**config.mk**
```make
export PLATFORM = sky130hd
export DESIGN_NAME = outline_path_flattener_core
export DESIGN_NICKNAME = d
export VERILOG_FILES = /design/src/hdl/opf_pkg.sv /design/src/hdl/opf_step_unit.sv /design/src/hdl/opf_seq.sv /design/src/hdl/outline_path_flattener_core.sv
export VERILOG_INCLUDE_DIRS = /design/src /design/src/hdl
export SDC_FILE = /design/constraint.sdc
export NUM_CORES = 2
export LEC_CHECK = 0
export BUFFER_PORTS_ARGS = -buffer_cell sky130_fd_sc_hd__buf_2
export CAP_MARGIN = 0
export CORE_ASPECT_RATIO = 0.8
export CORE_MARGIN = 4
export CORE_UTILIZATION = 65
export DETAILED_ROUTE_END_ITERATION = 8
export GPL_TIMING_DRIVEN = 0
export HOLD_SLACK_MARGIN = 0.08
export PLACE_DENSITY = 0.9
export SETUP_SLACK_MARGIN = 0.2
export SYNTH_ARGS = -nofsm -noshare
export SYNTH_HDL_FRONTEND = slang
export SYNTH_HIERARCHICAL = 1
export SYNTH_SLANG_ARGS = --single-unit
export TNS_END_PERCENT = 10
```
**constraint.sdc**
```tcl
create_clock -name clk -period 14.8 [get_ports clk]
set_input_delay 3.7 -clock clk [delete_from_list [all_inputs] [get_ports clk]]
set_output_delay 3.7 -clock clk [all_outputs]
set_load 0.1 [all_outputs]
```
**src/hdl/outline_path_flattener_core_macros.svh**
```systemverilog
// assertion macros for the outline path flattener core
// needs clk and arst_n in the scope where a macro is used
`ifndef OUTLINE_PATH_FLATTENER_CORE_MACROS_SVH
`define OUTLINE_PATH_FLATTENER_CORE_MACROS_SVH

// same-cycle implication
`define OPF_ASSERT_IMP(label, ante, cons, msg) \
	label: assert property (@(posedge clk) disable iff (!arst_n) (ante) |-> (cons)) \
		else $error(msg);

// next-cycle implication
`define OPF_ASSERT_NXT(label, ante, cons, msg) \
	label: assert property (@(posedge clk) disable iff (!arst_n) (ante) |=> (cons)) \
		else $error(msg);

`endif

```
**src/hdl/opf_pkg.sv**
```systemverilog
// shared types and constants for the outline path flattener core
// no dependencies
`default_nettype none

package opf_pkg;

	localparam int MAX_DEPTH_DEF  = 6;
	localparam int COUNT_BITS_DEF = 16;
	localparam int COORD_W        = 24;
	localparam int CNT_OUT_W      = 16;
	localparam int DEPTH_CFG_W    = 3;
	localparam int CFG_IDX_W      = 1;
	localparam int CFG_DATA_W     = 3;

	localparam logic [DEPTH_CFG_W-1:0] DEPTH_RESET = 3'd2;

	localparam logic [CFG_IDX_W-1:0] REG_DEPTH = 1'b0;
	localparam logic [CFG_IDX_W-1:0] REG_DUP   = 1'b1;

	typedef enum logic [1:0] {
		OP_MOVE  = 2'd0,
		OP_LINE  = 2'd1,
		OP_CONIC = 2'd2,
		OP_CUBIC = 2'd3
	} op_t;

	// control from the sequencer to the coordinate step units
	typedef struct packed {
		logic load;   // take a new command, set up the difference registers
		logic conic;  // load sets up a conic, else a single hard point
		logic step;   // produce one point into the output register
		logic zero;   // the produced point is forced to zero
	} ctl_t;

endpackage

`default_nettype wire

```
**src/hdl/opf_step_unit.sv**
```systemverilog
// forward-difference step unit for one coordinate, holds the current point
// depends on opf_pkg
`default_nettype none

module opf_step_unit #(
	parameter int MAX_DEPTH = opf_pkg::MAX_DEPTH_DEF
) (
	input  wire logic                                    clk,
	input  wire logic                                    arst_n,
	input  wire opf_pkg::ctl_t                           ctl,
	input  wire logic [$clog2(MAX_DEPTH+1)-1:0]          depth,
	input  wire logic signed [opf_pkg::COORD_W-1:0]      ctrl,
	input  wire logic signed [opf_pkg::COORD_W-1:0]      target,
	output logic signed [opf_pkg::COORD_W+2*MAX_DEPTH-1:0] point
);

	localparam int PW = opf_pkg::COORD_W + 2 * MAX_DEPTH;
	localparam int SW = $clog2(2 * MAX_DEPTH + 1);

	logic signed [opf_pkg::COORD_W-1:0] cur_q;
	logic signed [PW-1:0] f_q, d1_q, d2_q, pt_q;

	logic signed [PW-1:0] a_w, c_w, t_w, s_w, ca_w, d1_init, d2_init, f_init, sum_w;
	logic [SW-1:0] dx, sh_s, sh_ca, sh_d2;

	// all arithmetic wraps at the point width, which is exact modulo the output range
	always_comb begin
		a_w   = PW'(cur_q);
		c_w   = PW'(ctrl);
		t_w   = PW'(target);
		dx    = SW'(depth);
		sh_s  = SW'(2 * MAX_DEPTH) - (dx << 1);
		sh_ca = SW'(2 * MAX_DEPTH + 1) - dx;
		sh_d2 = sh_s + SW'(1);
		s_w   = a_w - (c_w <<< 1) + t_w;
		ca_w  = c_w - a_w;
		if (ctl.conic) begin
			f_init  = a_w <<< (2 * MAX_DEPTH);
			d1_init = (s_w <<< sh_s) + (ca_w <<< sh_ca);
			d2_init = s_w <<< sh_d2;
		end else begin
			f_init  = t_w <<< (2 * MAX_DEPTH);
			d1_init = '0;
			d2_init = '0;
		end
		sum_w = f_q + d1_q;
	end

	always_ff @(posedge clk or negedge arst_n) begin
		if (!arst_n) begin
			cur_q <= '0;
		end else if (ctl.load) begin
			cur_q <= target;
		end
	end

	always_ff @(posedge clk) begin
		if (ctl.load) begin
			f_q  <= f_init;
			d1_q <= d1_init;
			d2_q <= d2_init;
		end else if (ctl.step) begin
			f_q  <= sum_w;
			d1_q <= d1_q + d2_q;
		end
		if (ctl.step) begin
			pt_q <= ctl.zero ? '0 : sum_w;
		end
	end

	assign point = pt_q;

endmodule

`default_nettype wire

```
**src/hdl/opf_seq.sv**
```systemverilog
// command sequencer: config registers, counters, output word control
// depends on opf_pkg and outline_path_flattener_core_macros.svh
`default_nettype none

`include "outline_path_flattener_core_macros.svh"

module opf_seq #(
	parameter int MAX_DEPTH  = opf_pkg::MAX_DEPTH_DEF,
	parameter int COUNT_BITS = opf_pkg::COUNT_BITS_DEF
) (
	input  wire logic                              clk,
	input  wire logic                              arst_n,
	input  wire logic                              cfg_write,
	input  wire logic [opf_pkg::CFG_IDX_W-1:0]     cfg_index,
	input  wire logic [opf_pkg::CFG_DATA_W-1:0]    cfg_data,
	input  wire logic                              in_valid,
	output logic                                   in_stall,
	input  wire logic [1:0]                        operation,
	output logic                                   out_valid,
	input  wire logic                              out_stall,
	output logic [opf_pkg::CNT_OUT_W-1:0]          point_index,
	output logic [opf_pkg::CNT_OUT_W-1:0]          contour_number,
	output logic [opf_pkg::CNT_OUT_W-1:0]          points_in_contour,
	output logic                                   status,
	output logic                                   last,
	output opf_pkg::ctl_t                          ctl,
	output logic [$clog2(MAX_DEPTH+1)-1:0]         depth
);

	localparam int DW = $clog2(MAX_DEPTH + 1);
	localparam int RW = MAX_DEPTH + 1;

	typedef enum logic {
		ST_IDLE,
		ST_RUN
	} state_t;

	state_t state_q;
	logic [opf_pkg::DEPTH_CFG_W-1:0] depth_cfg_q;
	logic dup_q;
	logic cubic_q;
	logic [RW-1:0] rem_q;
	logic [COUNT_BITS-1:0] total_q, cpc_q, contour_q;
	logic out_valid_q, status_q, last_q;
	logic [opf_pkg::CNT_OUT_W-1:0] idx_q, cnum_q, cip_q;

	opf_pkg::op_t op_w;
	logic accept, step;
	logic [RW-1:0] n_w;
	logic [COUNT_BITS-1:0] total_inc, cpc_inc, contour_inc;

	always_comb begin
		op_w = opf_pkg::op_t'(operation);
		if (depth_cfg_q > MAX_DEPTH) begin
			depth = DW'(MAX_DEPTH);
		end else if (depth_cfg_q == '0) begin
			depth = DW'(1);
		end else begin
			depth = DW'(depth_cfg_q);
		end
		accept = in_valid && (state_q == ST_IDLE);
		step   = (state_q == ST_RUN) && (!out_valid_q || !out_stall);
		case (op_w)
			opf_pkg::OP_CONIC: n_w = RW'(1) << depth;
			opf_pkg::OP_CUBIC: n_w = RW'(1);
			default:           n_w = dup_q ? RW'(2) : RW'(1);
		endcase
		// saturating counters
		total_inc   = (total_q == '1) ? total_q : total_q + 1'b1;
		cpc_inc     = (cpc_q == '1) ? cpc_q : cpc_q + 1'b1;
		contour_inc = (contour_q == '1) ? contour_q : contour_q + 1'b1;
		ctl.load  = accept && (op_w != opf_pkg::OP_CUBIC);
		ctl.conic = (op_w == opf_pkg::OP_CONIC);
		ctl.step  = step;
		ctl.zero  = cubic_q;
	end

	always_ff @(posedge clk or negedge arst_n) begin
		if (!arst_n) begin
			depth_cfg_q <= opf_pkg::DEPTH_RESET;
			dup_q       <= 1'b0;
		end else if (cfg_write) begin
			case (cfg_index)
				opf_pkg::REG_DEPTH: depth_cfg_q <= cfg_data;
				opf_pkg::REG_DUP:   dup_q <= cfg_data[0];
				default:            ;
			endcase
		end
	end

	always_ff @(posedge clk or negedge arst_n) begin
		if (!arst_n) begin
			state_q     <= ST_IDLE;
			cubic_q     <= 1'b0;
			rem_q       <= '0;
			total_q     <= '0;
			cpc_q       <= '0;
			contour_q   <= '0;
			out_valid_q <= 1'b0;
		end else begin
			case (state_q)
				ST_IDLE: begin
					if (accept) begin
						state_q <= ST_RUN;
						cubic_q <= (op_w == opf_pkg::OP_CUBIC);
						rem_q   <= n_w;
						if (op_w == opf_pkg::OP_MOVE) begin
							contour_q <= contour_inc;
							cpc_q     <= '0;
						end
					end
				end
				ST_RUN: begin
					if (step) begin
						rem_q <= rem_q - 1'b1;
						if (rem_q == RW'(1)) begin
							state_q <= ST_IDLE;
						end
						if (!cubic_q) begin
							total_q <= total_inc;
							cpc_q   <= cpc_inc;
						end
					end
				end
				default: state_q <= ST_IDLE;
			endcase
			if (step) begin
				out_valid_q <= 1'b1;
			end else if (!out_stall) begin
				out_valid_q <= 1'b0;
			end
		end
	end

	// output word payload
	always_ff @(posedge clk) begin
		if (step) begin
			idx_q    <= opf_pkg::CNT_OUT_W'(total_q);
			cnum_q   <= opf_pkg::CNT_OUT_W'(contour_q);
			cip_q    <= cubic_q ? opf_pkg::CNT_OUT_W'(cpc_q) : opf_pkg::CNT_OUT_W'(cpc_inc);
			status_q <= cubic_q;
			last_q   <= (rem_q == RW'(1));
		end
	end

	assign in_stall          = (state_q != ST_IDLE);
	assign out_valid         = out_valid_q;
	assign point_index       = idx_q;
	assign contour_number    = cnum_q;
	assign points_in_contour = cip_q;
	assign status            = status_q;
	assign last              = last_q;

	`OPF_ASSERT_NXT(ast_accept_runs, accept, state_q == ST_RUN && rem_q != '0, "accepted word did not start a run")
	`OPF_ASSERT_NXT(ast_cubic_single, accept && op_w == opf_pkg::OP_CUBIC, rem_q == RW'(1) && cubic_q, "cubic must give one word")
	`OPF_ASSERT_IMP(ast_status_last, out_valid_q && status_q, last_q, "status word must be last")
	`OPF_ASSERT_NXT(ast_total_inc, step && !cubic_q && total_q != '1, total_q == $past(total_q) + 1'b1, "point count did not advance")

endmodule

`default_nettype wire

```
**src/hdl/outline_path_flattener_core.sv**
```systemverilog
// outline path flattener core: one command in, one or more points out.
// the first result word is registered on the first step after acceptance.
// a command gives n words from the step units, one per cycle unless output stall
// holds them; no new command is taken before the last. n is 2^depth for a conic
// (depth clamped to 1..MAX_DEPTH), 1 or 2 for move/line, 1 for cubic.
// reset: asynchronous active low; clears counters, current point, depth to 2.
`default_nettype none

module outline_path_flattener_core #(
	parameter int MAX_DEPTH  = opf_pkg::MAX_DEPTH_DEF,
	parameter int COUNT_BITS = opf_pkg::COUNT_BITS_DEF
) (
	input  wire logic                                       clk,
	input  wire logic                                       arst_n,
	input  wire logic                                       cfg_write,
	input  wire logic [opf_pkg::CFG_IDX_W-1:0]              cfg_index,
	input  wire logic [opf_pkg::CFG_DATA_W-1:0]             cfg_data,
	input  wire logic                                       in_valid,
	output logic                                            in_stall,
	input  wire logic [1:0]                                 operation,
	input  wire logic signed [opf_pkg::COORD_W-1:0]         ctrl_x,
	input  wire logic signed [opf_pkg::COORD_W-1:0]         ctrl_y,
	input  wire logic signed [opf_pkg::COORD_W-1:0]         to_x,
	input  wire logic signed [opf_pkg::COORD_W-1:0]         to_y,
	output logic                                            out_valid,
	input  wire logic                                       out_stall,
	output logic signed [opf_pkg::COORD_W+2*MAX_DEPTH-1:0]  point_x,
	output logic signed [opf_pkg::COORD_W+2*MAX_DEPTH-1:0]  point_y,
	output logic [opf_pkg::CNT_OUT_W-1:0]                   point_index,
	output logic [opf_pkg::CNT_OUT_W-1:0]                   contour_number,
	output logic [opf_pkg::CNT_OUT_W-1:0]                   points_in_contour,
	output logic                                            status,
	output logic                                            last
);

	opf_pkg::ctl_t ctl;
	logic [$clog2(MAX_DEPTH+1)-1:0] depth;

	opf_seq #(
		.MAX_DEPTH  (MAX_DEPTH),
		.COUNT_BITS (COUNT_BITS)
	) u_seq (
		.clk               (clk),
		.arst_n            (arst_n),
		.cfg_write         (cfg_write),
		.cfg_index         (cfg_index),
		.cfg_data          (cfg_data),
		.in_valid          (in_valid),
		.in_stall          (in_stall),
		.operation         (operation),
		.out_valid         (out_valid),
		.out_stall         (out_stall),
		.point_index       (point_index),
		.contour_number    (contour_number),
		.points_in_contour (points_in_contour),
		.status            (status),
		.last              (last),
		.ctl               (ctl),
		.depth             (depth)
	);

	opf_step_unit #(
		.MAX_DEPTH (MAX_DEPTH)
	) u_step_x (
		.clk    (clk),
		.arst_n (arst_n),
		.ctl    (ctl),
		.depth  (depth),
		.ctrl   (ctrl_x),
		.target (to_x),
		.point  (point_x)
	);

	opf_step_unit #(
		.MAX_DEPTH (MAX_DEPTH)
	) u_step_y (
		.clk    (clk),
		.arst_n (arst_n),
		.ctl    (ctl),
		.depth  (depth),
		.ctrl   (ctrl_y),
		.target (to_y),
		.point  (point_y)
	);

endmodule

`default_nettype wire
```
==> key figures <==
Outcome
  • Outcome: finished, final reports clean

Clocking
  • Skew-Pair Late Insertion Delay: 0.62 ns
  • TritonCTS Buffers: 46
  • Max Root-Sink Buffers: 3
  • H-tree level count: 2
  • Setup bufs post-CTS: 0
  • CTS hold repair buffers: 0
  • Clock root buffer master: clkbuf_16
  • Cts repair resizes: 0
  • CTS tree: done
  • Clk slew on worst S/H paths: 0.07 ns
  • Sink Count: 446

Worst setup path
  • Max FO, Critical Path: 5
  • CP required: 15.27 ns
  • Arr. time, crit path: 10.69 ns
  • Worst R2R End: u_step_x/d1_q[35]
  • R2R Setup Slk: 7.43 ns
  • CP Capture Type: flop
  • R2R depth: 26
  • Worst setup SP type: input pin
  • Kind of critical path: in -> reg
  • RR Startpoint: u_step_x/cur_q[5]

Hold path
  • Worst min path class: reg -> reg
  • Hold Startpoint: u_seq/cubic_q
  • Hold Crit Depth: 0
  • Hold endpoint: u_seq/status

Global routing
  • Initial antenna violation count: 12
  • Total gr overflow: 0
  • Met1 Track Usage GR: 57.97%
  • Vias in the first global route: 34865
  • Total track usage: 40.22%
  • Largest net degree at the start of global routing: 75
  • First-pass GRT wire length: 206200 microns
  • Met2 GRT Util: 57.35%
  • GR peak layer: met1
  • GR Layer Usage met3: 13.31%

Timing
  • Setup-failing EPs final: 0
  • Hold Vio Cnt, Final: 0
  • Minimum clock period: 10.22 ns
  • Max-slew violations: 0
  • Slew headroom: 19.76%
  • Period utilisation layout: 69.04%
  • Fmax: 97.87 MHz
  • Post-route setup TNS: 0 ns
  • Unrepaired setup endpoints after global routing: false
  • Slew @ Worst Pin: 1.193 ns
  • Final Skew: 0.03917 ns

Floorplanning
  • Die H: 229.4 microns
  • Die X: 284.8 microns
  • Die area: 65340 sq um
  • Initial Util: 66.23%
  • Core area: 60160 sq um
  • Top Ports: 231
  • # rows: 80

Drt
  • Total wire length: 136600 microns
  • Drt drc: 0
  • Iteration-0 DRC count of the detailed router: 5284
  • Post-DR wirelength/cell: 24.34 microns
  • Post-detailed-route count of antenna-violating nets: 0
  • Vias: 38027
  • Routed vias/inst: 6.777
  • Pre-Repair DR Iteration Count: 9

Synth
  • Async S/R FF share, synth: 24.66%
  • Post-synthesis sequential area ratio: 32.24%
  • Mapped Area: 39840 sq um
  • Post-Syn Nets: 4943
  • Synthesis Warnings: 6
  • Synth unique cells: 114
  • Top_reg_cell synth: edfxtp_1
  • Cells after Synth: 4463
  • Number of synthesized flops with an enable pin: 336
  • Seq cells post-synth: 446
  • Mapped Avg Cell Area: 8.927 sq um

Placed design
  • Port Buffers: 230
  • RePlAce Congestion: 1.057
  • Hpwl dp: 106000 microns

Cells and area
  • Final net count: 5229
  • Synth-to-layout area growth: 10.06%
  • Fillers: 4518
  • Register area: 12840 sq um
  • Share of layout cells above drive strength 1: 9.779%
  • Multi-input gate area in the final layout: 25070 sq um

Flow run
  • Max cap viols: 0
==> critical path, cell delays in order <==
cell,delay (ns)
buf_2,0.16
inv_1,0.10
fa_1,0.52
inv_1,0.05
ha_1,0.32
a21oi_1,0.11
o21ai_1,0.28
nor4b_1,0.56
o21ai_1,0.24
and3_1,0.30
a311oi_1,0.41
o21ai_0,0.14
a221oi_1,0.59
nor3_1,0.12
or2_2,0.30
ha_1,0.37
a21o_1,0.22
o21a_1,0.19
a311oi_1,0.29
o21ai_0,0.14
a41oi_1,0.37
o22ai_1,0.21
o221ai_1,0.26
a21oi_1,0.14
xnor2_1,0.16
a311o_1,0.34
nand3_1,0.09
==> per-stage QoR <==
step / hold WS [ns] / worst slack [ns] / area (sq um) / utilization [%] / std cells
floorplan: 0.4460 / 5.270 / 39840 / - / 4463
global placement: 0.4535 / 2.008 / 42020 / 69.84 / 5513
detailed placement: 0.4767 / 4.358 / 42230 / 70.21 / 5521
CTS: 0.4933 / 4.904 / 43830 / 72.86 / 5606
global route: 0.5141 / 4.304 / 43840 / 72.88 / 5609
finish: 0.5055 / 4.582 / 43850 / 72.88 / 5611
==> cell type report <==
cell class	instances	share of cell area [%]
Buffer	182	1.721
Clock inverter	26	0.7248
Tap cell	820	2.340
Multi-Input combinational cell	3518	57.18
Inverter	317	2.714
Antenna cell	5	0.02854
Sequential cell	446	29.29
Clock buffer	59	2.922
Timing Repair Buffer	238	3.073
==> how the worst max path moves through the flow <==
stage / endpoint / cells after the start / start / slack [ns]
floorplan: u_step_y/d1_q[10] / 5 / in_valid / 5.27
global placement: u_step_x/f_q[33] / 6 / in_valid / 2.01
detailed placement: u_step_y/d1_q[35] / 25 / ctrl_y[1] / 4.36
CTS: u_step_y/d1_q[35] / 25 / ctrl_y[1] / 4.90
global route: u_step_x/d1_q[35] / 27 / to_x[5] / 4.30
finish: u_step_x/d1_q[35] / 27 / to_x[2] / 4.58
==> flip-flops by register name, summed over array words and instances (netlist names), 16 cells and up <==
| signal | cells |
|---|---|
| u_step_y/d1_q | 36 |
| u_step_y/point | 36 |
| u_step_y/d2_q | 35 |
| u_step_x/point | 36 |
| u_step_x/cur_q | 24 |
| u_seq/cpc_q | 16 |
| u_seq/contour_number | 16 |
| u_seq/contour_q | 16 |
| u_step_y/cur_q | 24 |
| u_seq/points_in_contour | 16 |
| u_step_x/d2_q | 35 |
| u_step_x/d1_q | 36 |
| u_seq/point_index | 16 |
| u_step_y/f_q | 36 |
| u_step_x/f_q | 36 |
| u_seq/total_q | 16 |
==> cells in the final DEF, fill, tap and decap left out, drive strengths merged, types with 36 or more instances in the layout <==
| cell | count |
|---|---|
| o21ai | 315 |
| o22ai | 69 |
| xnor2 | 166 |
| o21a | 57 |
| clkbuf | 193 |
| fa | 56 |
| nand2 | 384 |
| nand3 | 84 |
| ha | 317 |
| mux2 | 43 |
| dfrtp | 109 |
| and3 | 39 |
| a211oi | 43 |
| nor3 | 69 |
| and2 | 58 |
| inv | 316 |
| edfxtp | 336 |
| a21o | 168 |
| a21oi | 347 |
| a31oi | 39 |
| nor2 | 373 |
| xor2 | 129 |
| nand4 | 41 |
| nand2b | 47 |
| o211ai | 36 |
| nor2b | 53 |
| buf | 286 |
| mux2i | 163 |
==> kinds of logic after synthesis <==
family | count (synthesis) | share of synthesized area, %
compound gates | 1364 | 22.39
simple gates | 1265 | 15.07
buf+inv | 499 | 4.877
flops | 446 | 32.24
fa+ha+maj | 373 | 12.77
xor+xnor | 296 | 6.542
mux | 220 | 6.112
==> synth_stat cells (41+ instances only) <==
cell,n,area [sq um]
dfrtp_1,109,2728
nand3_1,83,415.4
fa_1,56,1121
nor2b_1,53,331.6
nor2_1,373,1400
a21o_1,168,1261
o21ai_0,289,1446
nand2_1,384,1441
and2_1,58,362.9
xor2_1,129,1130
mux2_2,42,473.0
clkbuf_1,129,484.2
o22ai_1,69,431.7
a21oi_1,345,1727
xnor2_1,166,1454
o21a_1,57,427.9
ha_1,317,3966
nand4_1,41,256.5
inv_1,311,1167
mux2i_1,162,1622
nand2b_1,47,294.0
edfxtp_1,336,10090
nor3_1,68,340.3
==> metal layers <==
metal,wire length [microns],share of wire (%),up-vias
li1,-,-,16926
met1,55520,41,18005
met2,55380,41,2715
met3,20700,15,375
met4,4930,3.6,6
met5,42,0.031,-
Power is not shown: default switching activity piles up to over one toggle a cycle in this logic, so the estimate is an artifact.
